### src/design/bms_pkg.sv
// Package for the button mode selector.
// Holds field widths, register indexes, reset values and LED codes.
// No dependencies.
package bms_pkg;

	localparam int HOLD_W = 10;
	localparam int TOGGLE_W = 8;
	localparam int TIMEOUT_W = 12;
	localparam int BLINK_W = 8;

	localparam int PRESS_CNT_W = 10;
	localparam int IDLE_CNT_W = 13;
	localparam int BLINK_CNT_W = 9;

	localparam logic [PRESS_CNT_W-1:0] PRESS_MAX = '1;
	localparam logic [IDLE_CNT_W-1:0] IDLE_MAX = '1;
	localparam logic [BLINK_CNT_W-1:0] BLINK_MAX = '1;

	localparam logic [HOLD_W-1:0] HOLD_RESET = 10'd150;
	localparam logic [TOGGLE_W-1:0] TOGGLE_RESET = 8'd10;
	localparam logic [TIMEOUT_W-1:0] TIMEOUT_RESET = 12'd400;
	localparam logic [BLINK_W-1:0] BLINK_RESET = 8'd10;

	localparam int ADDR_W = 4;
	localparam int DATA_W = 32;

	localparam logic [1:0] REG_HOLD = 2'd0;
	localparam logic [1:0] REG_TOGGLE = 2'd1;
	localparam logic [1:0] REG_TIMEOUT = 2'd2;
	localparam logic [1:0] REG_BLINK = 2'd3;

	// Bit 0 drives the first LED, bit 1 the second.
	localparam logic [1:0] LED_OFF = 2'b00;
	localparam logic [1:0] LED_ONE = 2'b01;
	localparam logic [1:0] LED_TWO = 2'b10;

	localparam logic MODE_SHELL = 1'b0;
	localparam logic MODE_DONGLE = 1'b1;

	typedef struct packed {
		logic led_two_green;
		logic led_one_green;
		logic committed;
		logic selecting;
		logic mode_dongle;
	} result_t;

	function automatic logic [1:0] solid_pattern(input logic mode);
		solid_pattern = (mode == MODE_DONGLE) ? LED_ONE : LED_TWO;
	endfunction

endpackage

### src/design/button_mode_selector.sv
// Button mode selector top level: stream in, stream out, register port.
// Depends on bms_pkg.
//
// Usage: every request on the s_ channel is one periodic tick; s_tdata[0]
// carries the button level (1 pressed). Every tick yields exactly one
// request on the m_ channel with the committed mode, the select flag, the
// commit pulse and the two LED levels.
// A tick is registered in an input stage, and the mode state machine and
// counters are updated as it moves into the result register, which then
// presents its result. One tick per cycle is sustained while the receiver
// takes results; the single state update in the result stage sets the rate.
// When the receiver stalls, the result register holds and the input stage
// fills, after which s_tready drops until the result is taken.
// The four timing registers sit at byte addresses 0, 4, 8 and 12. The user
// must write them only while no tick is in flight; the block does not check.
// Reset puts the block in normal mode with the dongle mode committed, the
// first LED lit and the timing registers at their defaults.
module button_mode_selector
	import bms_pkg::*;
(
	input  logic              clk,
	input  logic              arst_n,
	input  logic              s_tvalid,
	output logic              s_tready,
	input  logic [7:0]        s_tdata,   // [0] button_pressed, [7:1] zero
	output logic              m_tvalid,
	input  logic              m_tready,
	output logic [7:0]        m_tdata,   // [0] mode_dongle, [1] selecting,
	                                     // [2] committed, [3] led_one_green,
	                                     // [4] led_two_green, [7:5] zero
	input  logic              psel,
	input  logic              penable,
	input  logic              pwrite,
	input  logic [ADDR_W-1:0] paddr,
	input  logic [DATA_W-1:0] pwdata,
	output logic [DATA_W-1:0] prdata,
	output logic              pready
);

	logic [HOLD_W-1:0]    hold_q;
	logic [TOGGLE_W-1:0]  toggle_q;
	logic [TIMEOUT_W-1:0] timeout_q;
	logic [BLINK_W-1:0]   blink_q;

	logic valid_s1;
	logic pressed_s1;
	logic advance;

	logic                   cmode_q, tmode_q, select_q, latched_q, phase_q;
	logic [PRESS_CNT_W-1:0] press_q;
	logic [IDLE_CNT_W-1:0]  idle_q;
	logic [BLINK_CNT_W-1:0] bcnt_q;
	logic [1:0]             led_q;

	logic                   cmode_n, tmode_n, select_n, latched_n, phase_n, commit_n;
	logic [PRESS_CNT_W-1:0] press_n;
	logic [IDLE_CNT_W-1:0]  idle_n;
	logic [BLINK_CNT_W-1:0] bcnt_n;
	logic [1:0]             led_n;

	result_t out_q;
	logic    out_valid_q;

	assign pready = 1'b1;

	always_ff @(posedge clk or negedge arst_n) begin
		if (!arst_n) begin
			hold_q <= HOLD_RESET;
			toggle_q <= TOGGLE_RESET;
			timeout_q <= TIMEOUT_RESET;
			blink_q <= BLINK_RESET;
		end else if (psel && penable && pwrite && pready) begin
			case (paddr[3:2])
				REG_HOLD: hold_q <= pwdata[HOLD_W-1:0];
				REG_TOGGLE: toggle_q <= pwdata[TOGGLE_W-1:0];
				REG_TIMEOUT: timeout_q <= pwdata[TIMEOUT_W-1:0];
				REG_BLINK: blink_q <= pwdata[BLINK_W-1:0];
				default: ;
			endcase
		end
	end

	always_comb begin
		case (paddr[3:2])
			REG_HOLD: prdata = {{(DATA_W-HOLD_W){1'b0}}, hold_q};
			REG_TOGGLE: prdata = {{(DATA_W-TOGGLE_W){1'b0}}, toggle_q};
			REG_TIMEOUT: prdata = {{(DATA_W-TIMEOUT_W){1'b0}}, timeout_q};
			REG_BLINK: prdata = {{(DATA_W-BLINK_W){1'b0}}, blink_q};
			default: prdata = '0;
		endcase
	end

	assign advance = valid_s1 && (!out_valid_q || m_tready);
	assign s_tready = !valid_s1 || advance;

	always_ff @(posedge clk or negedge arst_n) begin
		if (!arst_n) begin
			valid_s1 <= 1'b0;
		end else if (s_tvalid && s_tready) begin
			valid_s1 <= 1'b1;
		end else if (advance) begin
			valid_s1 <= 1'b0;
		end
	end

	always_ff @(posedge clk) begin
		if (s_tvalid && s_tready) begin
			pressed_s1 <= s_tdata[0];
		end
	end

	always_comb begin
		cmode_n = cmode_q;
		tmode_n = tmode_q;
		select_n = select_q;
		latched_n = latched_q;
		phase_n = phase_q;
		press_n = press_q;
		idle_n = idle_q;
		bcnt_n = bcnt_q;
		led_n = led_q;
		commit_n = 1'b0;
		if (select_q) begin
			if (pressed_s1) begin
				if (!latched_q && press_q != PRESS_MAX) begin
					press_n = press_q + 1'b1;
				end
			end else begin
				press_n = '0;
				latched_n = 1'b0;
			end
			if (press_n > {{(PRESS_CNT_W-TOGGLE_W){1'b0}}, toggle_q}) begin
				press_n = '0;
				latched_n = 1'b1;
				idle_n = '0;
				tmode_n = !tmode_q;
			end
			if (idle_n != IDLE_MAX) begin
				idle_n = idle_n + 1'b1;
			end
			if (idle_n > {{(IDLE_CNT_W-TIMEOUT_W){1'b0}}, timeout_q}) begin
				idle_n = '0;
				select_n = 1'b0;
				press_n = '0;
				cmode_n = tmode_n;
				led_n = solid_pattern(tmode_n);
				commit_n = 1'b1;
			end else begin
				if (bcnt_q != BLINK_MAX) begin
					bcnt_n = bcnt_q + 1'b1;
				end
				if (bcnt_n > {{(BLINK_CNT_W-BLINK_W){1'b0}}, blink_q}) begin
					bcnt_n = '0;
					if (!phase_q) begin
						led_n = (tmode_n == MODE_SHELL) ? LED_TWO : LED_ONE;
					end else begin
						led_n = LED_OFF;
					end
					phase_n = !phase_q;
				end
			end
		end else begin
			if (pressed_s1) begin
				if (press_q != PRESS_MAX) begin
					press_n = press_q + 1'b1;
				end
				if (press_n >= hold_q) begin
					press_n = '0;
					select_n = 1'b1;
					tmode_n = cmode_q;
					latched_n = 1'b1;
				end
			end else begin
				press_n = '0;
				latched_n = 1'b0;
			end
		end
	end

	always_ff @(posedge clk or negedge arst_n) begin
		if (!arst_n) begin
			cmode_q <= MODE_DONGLE;
			tmode_q <= MODE_SHELL;
			select_q <= 1'b0;
			latched_q <= 1'b0;
			phase_q <= 1'b1;
			press_q <= '0;
			idle_q <= '0;
			bcnt_q <= '0;
			led_q <= LED_ONE;
		end else if (advance) begin
			cmode_q <= cmode_n;
			tmode_q <= tmode_n;
			select_q <= select_n;
			latched_q <= latched_n;
			phase_q <= phase_n;
			press_q <= press_n;
			idle_q <= idle_n;
			bcnt_q <= bcnt_n;
			led_q <= led_n;
		end
	end

	always_ff @(posedge clk or negedge arst_n) begin
		if (!arst_n) begin
			out_valid_q <= 1'b0;
		end else if (advance) begin
			out_valid_q <= 1'b1;
		end else if (m_tready) begin
			out_valid_q <= 1'b0;
		end
	end

	always_ff @(posedge clk) begin
		if (advance) begin
			out_q.mode_dongle <= cmode_n;
			out_q.selecting <= select_n;
			out_q.committed <= commit_n;
			out_q.led_one_green <= led_n[0];
			out_q.led_two_green <= led_n[1];
		end
	end

	assign m_tvalid = out_valid_q;
	assign m_tdata = {3'b000, out_q};

`ifndef SYNTHESIS
	a_commit_ends_select: assert property (@(posedge clk) disable iff (!arst_n)
		out_valid_q && out_q.committed |-> !out_q.selecting)
		else $error("commit reported while still selecting");

	a_normal_led_solid: assert property (@(posedge clk) disable iff (!arst_n)
		out_valid_q && !out_q.selecting |-> out_q.led_one_green != out_q.led_two_green)
		else $error("LEDs not solid in normal mode");

	a_commit_led_match: assert property (@(posedge clk) disable iff (!arst_n)
		out_valid_q && out_q.committed |-> out_q.mode_dongle == out_q.led_one_green)
		else $error("solid pattern does not match committed mode");

	a_select_exit_commits: assert property (@(posedge clk) disable iff (!arst_n)
		$fell(select_q) |-> out_q.committed && out_valid_q)
		else $error("select mode left without a commit");
`endif

endmodule
### config.mk
export PLATFORM = sky130hd
export DESIGN_NAME = button_mode_selector
export DESIGN_NICKNAME = d
export VERILOG_FILES = /design/src/design/bms_pkg.sv /design/src/design/button_mode_selector.sv
export SDC_FILE = /design/constraint.sdc
export NUM_CORES = 1
export LEC_CHECK = 0
export BUFFER_PORTS_ARGS = -buffer_cell sky130_fd_sc_hd__buf_2
export CORE_MARGIN = 2
export CORE_UTILIZATION = 40
export CTS_CLUSTER_SIZE = 14
export DETAILED_ROUTE_END_ITERATION = 10
export SLEW_MARGIN = 10
export SYNTH_ARGS = -nofsm -noshare
export SYNTH_HDL_FRONTEND = slang
export SYNTH_SLANG_ARGS = --single-unit
### constraint.sdc
create_clock -name clk -period 18.6 [get_ports clk]
set_input_delay 0.93 -clock clk [delete_from_list [all_inputs] [get_ports clk]]
set_output_delay 0.93 -clock clk [all_outputs]
set_load 0.01 [all_outputs]
=== Yosys cells after proc, flatten, opt, wreduce, memory -nomap -nowiden ===
Index checks and enable logic that the tools add are counted.

* Bits in registers: 85
* Output and inout port bits: 43
* Bits of input ports: 51
* Logic and storage cells: 110

* Magnitude comparators: 4
* Muxes and demuxes: 47
* Add/subtract/negate cells: 3
* Reductions and logical operators: 26
* Equal/unequal tests: 8
* Bitwise gates (word level): 1

{| class="wikitable"
|+ Operators with widths
! kind !! number
|-
| $pmux 32 s4 || 1
|-
| $mux 10 || 11
|-
| $mux 13 || 5
|-
| $mux 9 || 4
|-
| $mux 1 || 21
|-
| $add 13x1->13 const B || 1
|-
| $gt 13x12->1 || 1
|-
| $ne 13x13->1 const B || 1
|-
| $add 10x1->10 const B || 1
|-
| $ge 10x10->1 || 1
|-
| $gt 10x8->1 || 1
|-
| $mux 2 || 5
|-
| $ne 10x10->1 const B || 1
|-
| $reduce_and 2->1 || 5
|-
| $add 9x1->9 const B || 1
|-
| $gt 9x8->1 || 1
|-
| $ne 9x9->1 const B || 1
|-
| $reduce_and 3->1 || 3
|-
| $reduce_bool 2->1 || 4
|-
| $logic_and 1x1->1 || 5
|-
| $logic_not 1->1 || 5
|-
| $eq 2x2->1 const B || 2
|-
| $reduce_and 4->1 || 1
|-
| $ne 3x1->1 const B || 1
|-
| other kinds (5) || 6
|}

=== Depth between registers and ports, before layout ===
* Word-level depth: 18
* Depth in mapped cells: 31
* Depth with buffers taken out: 28

=== Least setup slack after synthesis ===
OpenSTA, ideal clock, no wires.

* Path kind: reg2reg
* From: reg press_q[0]
* To: reg out_q, in the netlist m_tdata[0] (data pin)
* Required time: 18,340 ps
* Clock period less this slack: 6,216 ps
* Setup time: 260 ps
* Data arrival time: 5,956 ps
* Buffers on the path: 3
* Slack: 12,384 ps
* Stages on the path, launching flop included: 31
* Cell sequence: dfrtp_1 -> ha_1 -> nand3_2 -> o31a_2 -> nand2_1 -> xor2_1 -> nor2_1 -> ha_1 -> and4_1 -> o21ai_0 -> a41o_2 -> o211ai_4 -> buf_6 -> buf_2 -> nor2_1 -> ha_1 -> nand4_1 -> o41ai_1 -> nor3_1 -> and3_1 -> clkbuf_1 -> xnor2_1 -> nor2_1 -> ha_1 -> nand3_1 -> or2_2 -> o32a_1 -> o21ai_2 -> o21a_4 -> nor2_1 -> mux2_4

* Longest elaborated chain between the ends: 14
* Elaborated cells on any way between the ends: 18
* Classes of those cells: 2 x add/sub; 2 x order compare; 2 x eq/ne; 11 x mux; 1 x reduce/logical

{| class="wikitable"
|+ RTL lines
! what !! line !! source
|-
| start: declaration || button_mode_selector.sv:50 || <nowiki>logic [PRESS_CNT_W-1:0] press_q;</nowiki>
|-
| start signal: assignment || button_mode_selector.sv:197 || <nowiki>press_q <= press_n;</nowiki>
|-
| branches (longest 2 deep; another with $add 10x1->10) || n/a ||
|-
| $mux 10 * || button_mode_selector.sv:125 || <nowiki>if (!latched_q && press_q != PRESS_MAX) begin</nowiki>
|-
| $mux 10 * || button_mode_selector.sv:124 || <nowiki>if (pressed_s1) begin</nowiki>
|-
| $mux 10 * || button_mode_selector.sv:123 || <nowiki>if (select_q) begin</nowiki>
|-
| $gt 10x8->1 * || button_mode_selector.sv:132 || <nowiki>if (press_n > {{(PRESS_CNT_W-TOGGLE_W){1'b0}}, toggle_q}) begin</nowiki>
|-
| $mux 13 || button_mode_selector.sv:132 ||
|-
| $mux 13 || button_mode_selector.sv:123 ||
|-
| $add 13x1->13 / $ne 13x13->1 (equally long branches) || button_mode_selector.sv:139, button_mode_selector.sv:138 ||
|-
| $mux 13 || button_mode_selector.sv:138 || <nowiki>if (idle_n != IDLE_MAX) begin</nowiki>
|-
| $mux 13 || button_mode_selector.sv:123 ||
|-
| $gt 13x12->1 || button_mode_selector.sv:141 || <nowiki>if (idle_n > {{(IDLE_CNT_W-TIMEOUT_W){1'b0}}, timeout_q}) begin</nowiki>
|-
| $mux 1 * || button_mode_selector.sv:141 ||
|-
| $mux 1 * || button_mode_selector.sv:123 ||
|-
| named net cmode_n || button_mode_selector.sv:55 || <nowiki>logic cmode_n, tmode_n, select_n, latched_n, phase_n, commit_n;</nowiki>
|-
| end: declaration || button_mode_selector.sv:61 || <nowiki>result_t out_q;</nowiki>
|}

Mark *: on every way through the listed nets, which the timed path passes. The select of a mux whose other input is x is not followed.
A chain may end at the register's enable or synchronous reset.

=== Worst setup path in the final report ===
* From: reg press_q[0]
* To: reg press_q[2]

* Longest elaborated chain between the ends: 14
* Elaborated cells on any way between the ends: 23
* Classes of those cells: 2 x add/sub; 3 x order compare; 2 x eq/ne; 15 x mux; 1 x reduce/logical

{| class="wikitable"
|+ RTL lines
! what !! line
|-
| branches (longest 13 deep; another with $add 13x1->13) || n/a
|-
| $mux 10 * || button_mode_selector.sv:123
|}

Every way passes the cells marked *. The select of a mux whose other input is x is not followed.

==> reports/qor.txt <==
All-Layer GR Usage - 18.9%
WL met1 - 6510 microns
# IOs - 94
Post-CTS Resized - 0
vias in the first global route - 4668
yosys warns - 0
final net count - 758
syn avg cell area - 9.31 sq um
Setup Viol. Count Final - 0
Leakage - 2.87 nW
Slew HR - 31.1%
R2R Setup Slk - 10420 ps
Post-synth ARST share - 92.9%
clk root buf - clkbuf_16
starting density of the core - 41.0%
Max-Cap Viols - 0
sequential fraction of the synthesis area - 36.5%
clk buf depth - 2
Yosys cell types - 81
Area Growth Syn to Fin - 7.83%
Fillers - 1459
period utilization - 44.0%
global-route wire length before repair - 23800 microns
RSZ-0062 raised after global routing - false
Register Area - 2170 sq um
Core ar. - 14500 sq um
Post-DRT Antenna Nets - 0
VDD IR max - 0.0000344 V
WL/cell - 17.2 microns
nature of the critical path endpoint - flip-flop
die width - 126 microns
Tot Pwr - 630 uW
pwr dens - 98.0 nW/um^2
Routability Congestion - 0.843
Startpoint Class - flip-flop
via count - 4783
crit path kind - flip-flop to flip-flop
largest net degree at the start of global routing - 80
drt pass-1 iters - 5
most frequent cells in the layout - nand2_1 (84), dfrtp_1 (65), o21ai_0 (50)
total CTS buffers - 9
Yosys reg bits - 85
RR Endpoint - press_q[2]$_DFFE_PN0P_
routed wl met3 - 469 microns
top routing layer in use - met4
clock latency on the worst-skew pair - 350 ps
CP startpoint - press_q[0]$_DFFE_PN0P_
Post-synth EDFFs - 6
Post-Place Cells - 839
status - complete, no violations
worst-path fanout max - 26
commonest non-fill, non-tap cell in the layout - nand2_1
WL met2 - 7290 microns
Die Height - 126 microns
Clock Skews - 8.41 ps
Final min period - 8180 ps
cells on worst reg2reg path - 27
initial DRC count - 298
die area - 15900 sq um
Setup Fix Bufs, Post-CTS - 0
residual DRC count - 0
H-tree depth - 3
Worst setup endpoint - press_q[2]$_DFFE_PN0P_
Slew Limit Fails - 0
post-DP HPWL - 11000 microns
antenna violations before repair - 0
Routed WL - 14700 microns
gr ovfl total - 0
multi-input logic area - 3310 sq um
layout cell share with drive strength beyond 1 - 18.3%
CP required - 18850 ps
# diodes - 0
cells after synthesis - 640
IO buf count - 40
# hold bufs at CTS - 0
pin slew with the least headroom to its limit - 1030 ps
WP data arrival - 8430 ps
CTS tree - yes
Hold Fails Final Rpt - 0
number of cell rows - 44
hold crit path type - flip-flop to flip-flop
top_reg_cell synth - dfrtp_1
Clock Pin Slew Worst Setup and Hold Paths - 70 ps
r2r startpoint - press_q[0]$_DFFE_PN0P_
f_max - 122 MHz
CTS sink count - 85
setup_tns - 0 ps
mapped cell area - 5960 sq um
Vias/cell - 5.59
Layout Cells excl Fill - 855
-- state kept, by name (all words and copies together), names as in the netlist, 2 cells and up --
name and cells:
idle_q 13, hold_q 10, led_q 2, press_q 10, blink_q 8, toggle_q 8, m_tdata 5, bcnt_q 9
timeout_q 12
-- power breakdown --
group	switching, mW	internal [mW]	total [mW]
Sequential	0.0264	0.220	0.246
Combinational	0.119	0.0806	0.199
Clock	0.0769	0.107	0.184
Total	0.222	0.408	0.630
-- cell type report --
type	count	area share, %
multi-input combinational	478	51.5
sequential	85	33.8
clock buffer	12	3.84
timing repair buffer	45	3.74
tap	184	3.58
inverter	47	2.75
clock inverter	4	0.740
-- stage by stage --
stage / instance area (sq um) / hold WS [ps] / utilization, % / setup slack, ps
global route: 6430 / 517 / 44.2 / 9930
finish: 6430 / 500 / 44.2 / 10420
CTS: 6430 / 497 / 44.2 / 10520
global placement: 6130 / 471 / 42.2 / 10690
detailed placement: 6130 / 479 / 42.2 / 10590
floorplan: 6040 / 457 / - / 12380
-- Yosys cell counts, types with 3 or more instances --
cell type / n / share of area, %
edfxtp_1: 6 / 3.0
o211ai_1: 3 / 0.38
a32o_1: 5 / 0.84
clkbuf_8: 4 / 0.92
o21a_1: 5 / 0.63
inv_1: 47 / 3.0
nand3_1: 22 / 1.8
nor2_1: 39 / 2.5
a21oi_1: 22 / 1.8
xor2_1: 12 / 1.8
a31oi_1: 9 / 0.94
ha_1: 41 / 8.6
nand2_1: 84 / 5.3
xnor2_1: 14 / 2.1
nor3b_1: 3 / 0.38
clkbuf_1: 13 / 0.82
buf_2: 3 / 0.25
nor4_1: 4 / 0.42
mux2_2: 16 / 3.0
and2_1: 8 / 0.84
buf_4: 27 / 3.4
a22o_1: 10 / 1.5
nand2b_1: 8 / 0.84
o21ai_0: 50 / 4.2
o31ai_1: 3 / 0.38
and3_1: 5 / 0.52
o22ai_1: 3 / 0.31
and4_1: 3 / 0.44
mux2i_1: 4 / 0.67
dfstp_2: 14 / 6.2
nor3_1: 9 / 0.76
a211o_1: 3 / 0.44
a22oi_1: 3 / 0.38
a32oi_1: 3 / 0.44
nand4_1: 8 / 0.84
mux4_2: 8 / 3.0
dfrtp_1: 65 / 27
-- logic make-up after synthesis --
group / share of synthesized area [%]
AOI/OAI and AO/OA: 16.7
DFF: 36.5
buffers and inverters: 9.43
other: 0.126
xor gates and xnor gates: 3.82
and+or+nand+nor: 17.8
muxes: 6.97
adders and majority gates: 8.61
-- worst min-delay path by stage --
stage	startpoint	endpoint	slack [ps]	depth (start not counted)
finish	valid_s1$_DFFE_PN0P_	m_tvalid$_DFFE_PN0P_	500	1
global route	phase_q$_DFFE_PN1P_	phase_q$_DFFE_PN1P_	520	1
CTS	valid_s1$_DFFE_PN0P_	m_tvalid$_DFFE_PN0P_	500	1
detailed placement	valid_s1$_DFFE_PN0P_	m_tvalid$_DFFE_PN0P_	480	1
global placement	valid_s1$_DFFE_PN0P_	m_tvalid$_DFFE_PN0P_	470	1
floorplan	valid_s1$_DFFE_PN0P_	m_tvalid$_DFFE_PN0P_	460	1
-- per-layer routing --
layer  up-vias  GRT usage (%)
li1       2274              -
met1      2368           24.1
met2       111           31.8
met3        30           2.51
met4         0           8.92
met5         -              0
-- worst max-delay path, stage by stage, from the launching register on --
cell	delay [ps]
dfrtp_1	470
ha_1	280
nand3_2	170
nor3_2	470
o21ai_0	150
a21oi_1	360
ha_1	310
and4_1	180
o2bb2ai_1	120
a41o_2	260
o211ai_4	70
buf_4	370
inv_1	170
and2_1	210
ha_1	260
nand4_1	160
o41ai_1	130
nor3_1	460
and3_1	390
nand4_1	130
a21oi_1	200
ha_1	270
a2111oi_0	390
o21ai_0	170
o21ai_2	320
nor3b_4	740
nand2_1	480
o31ai_1	330
(Power assumes the default switching activity.)
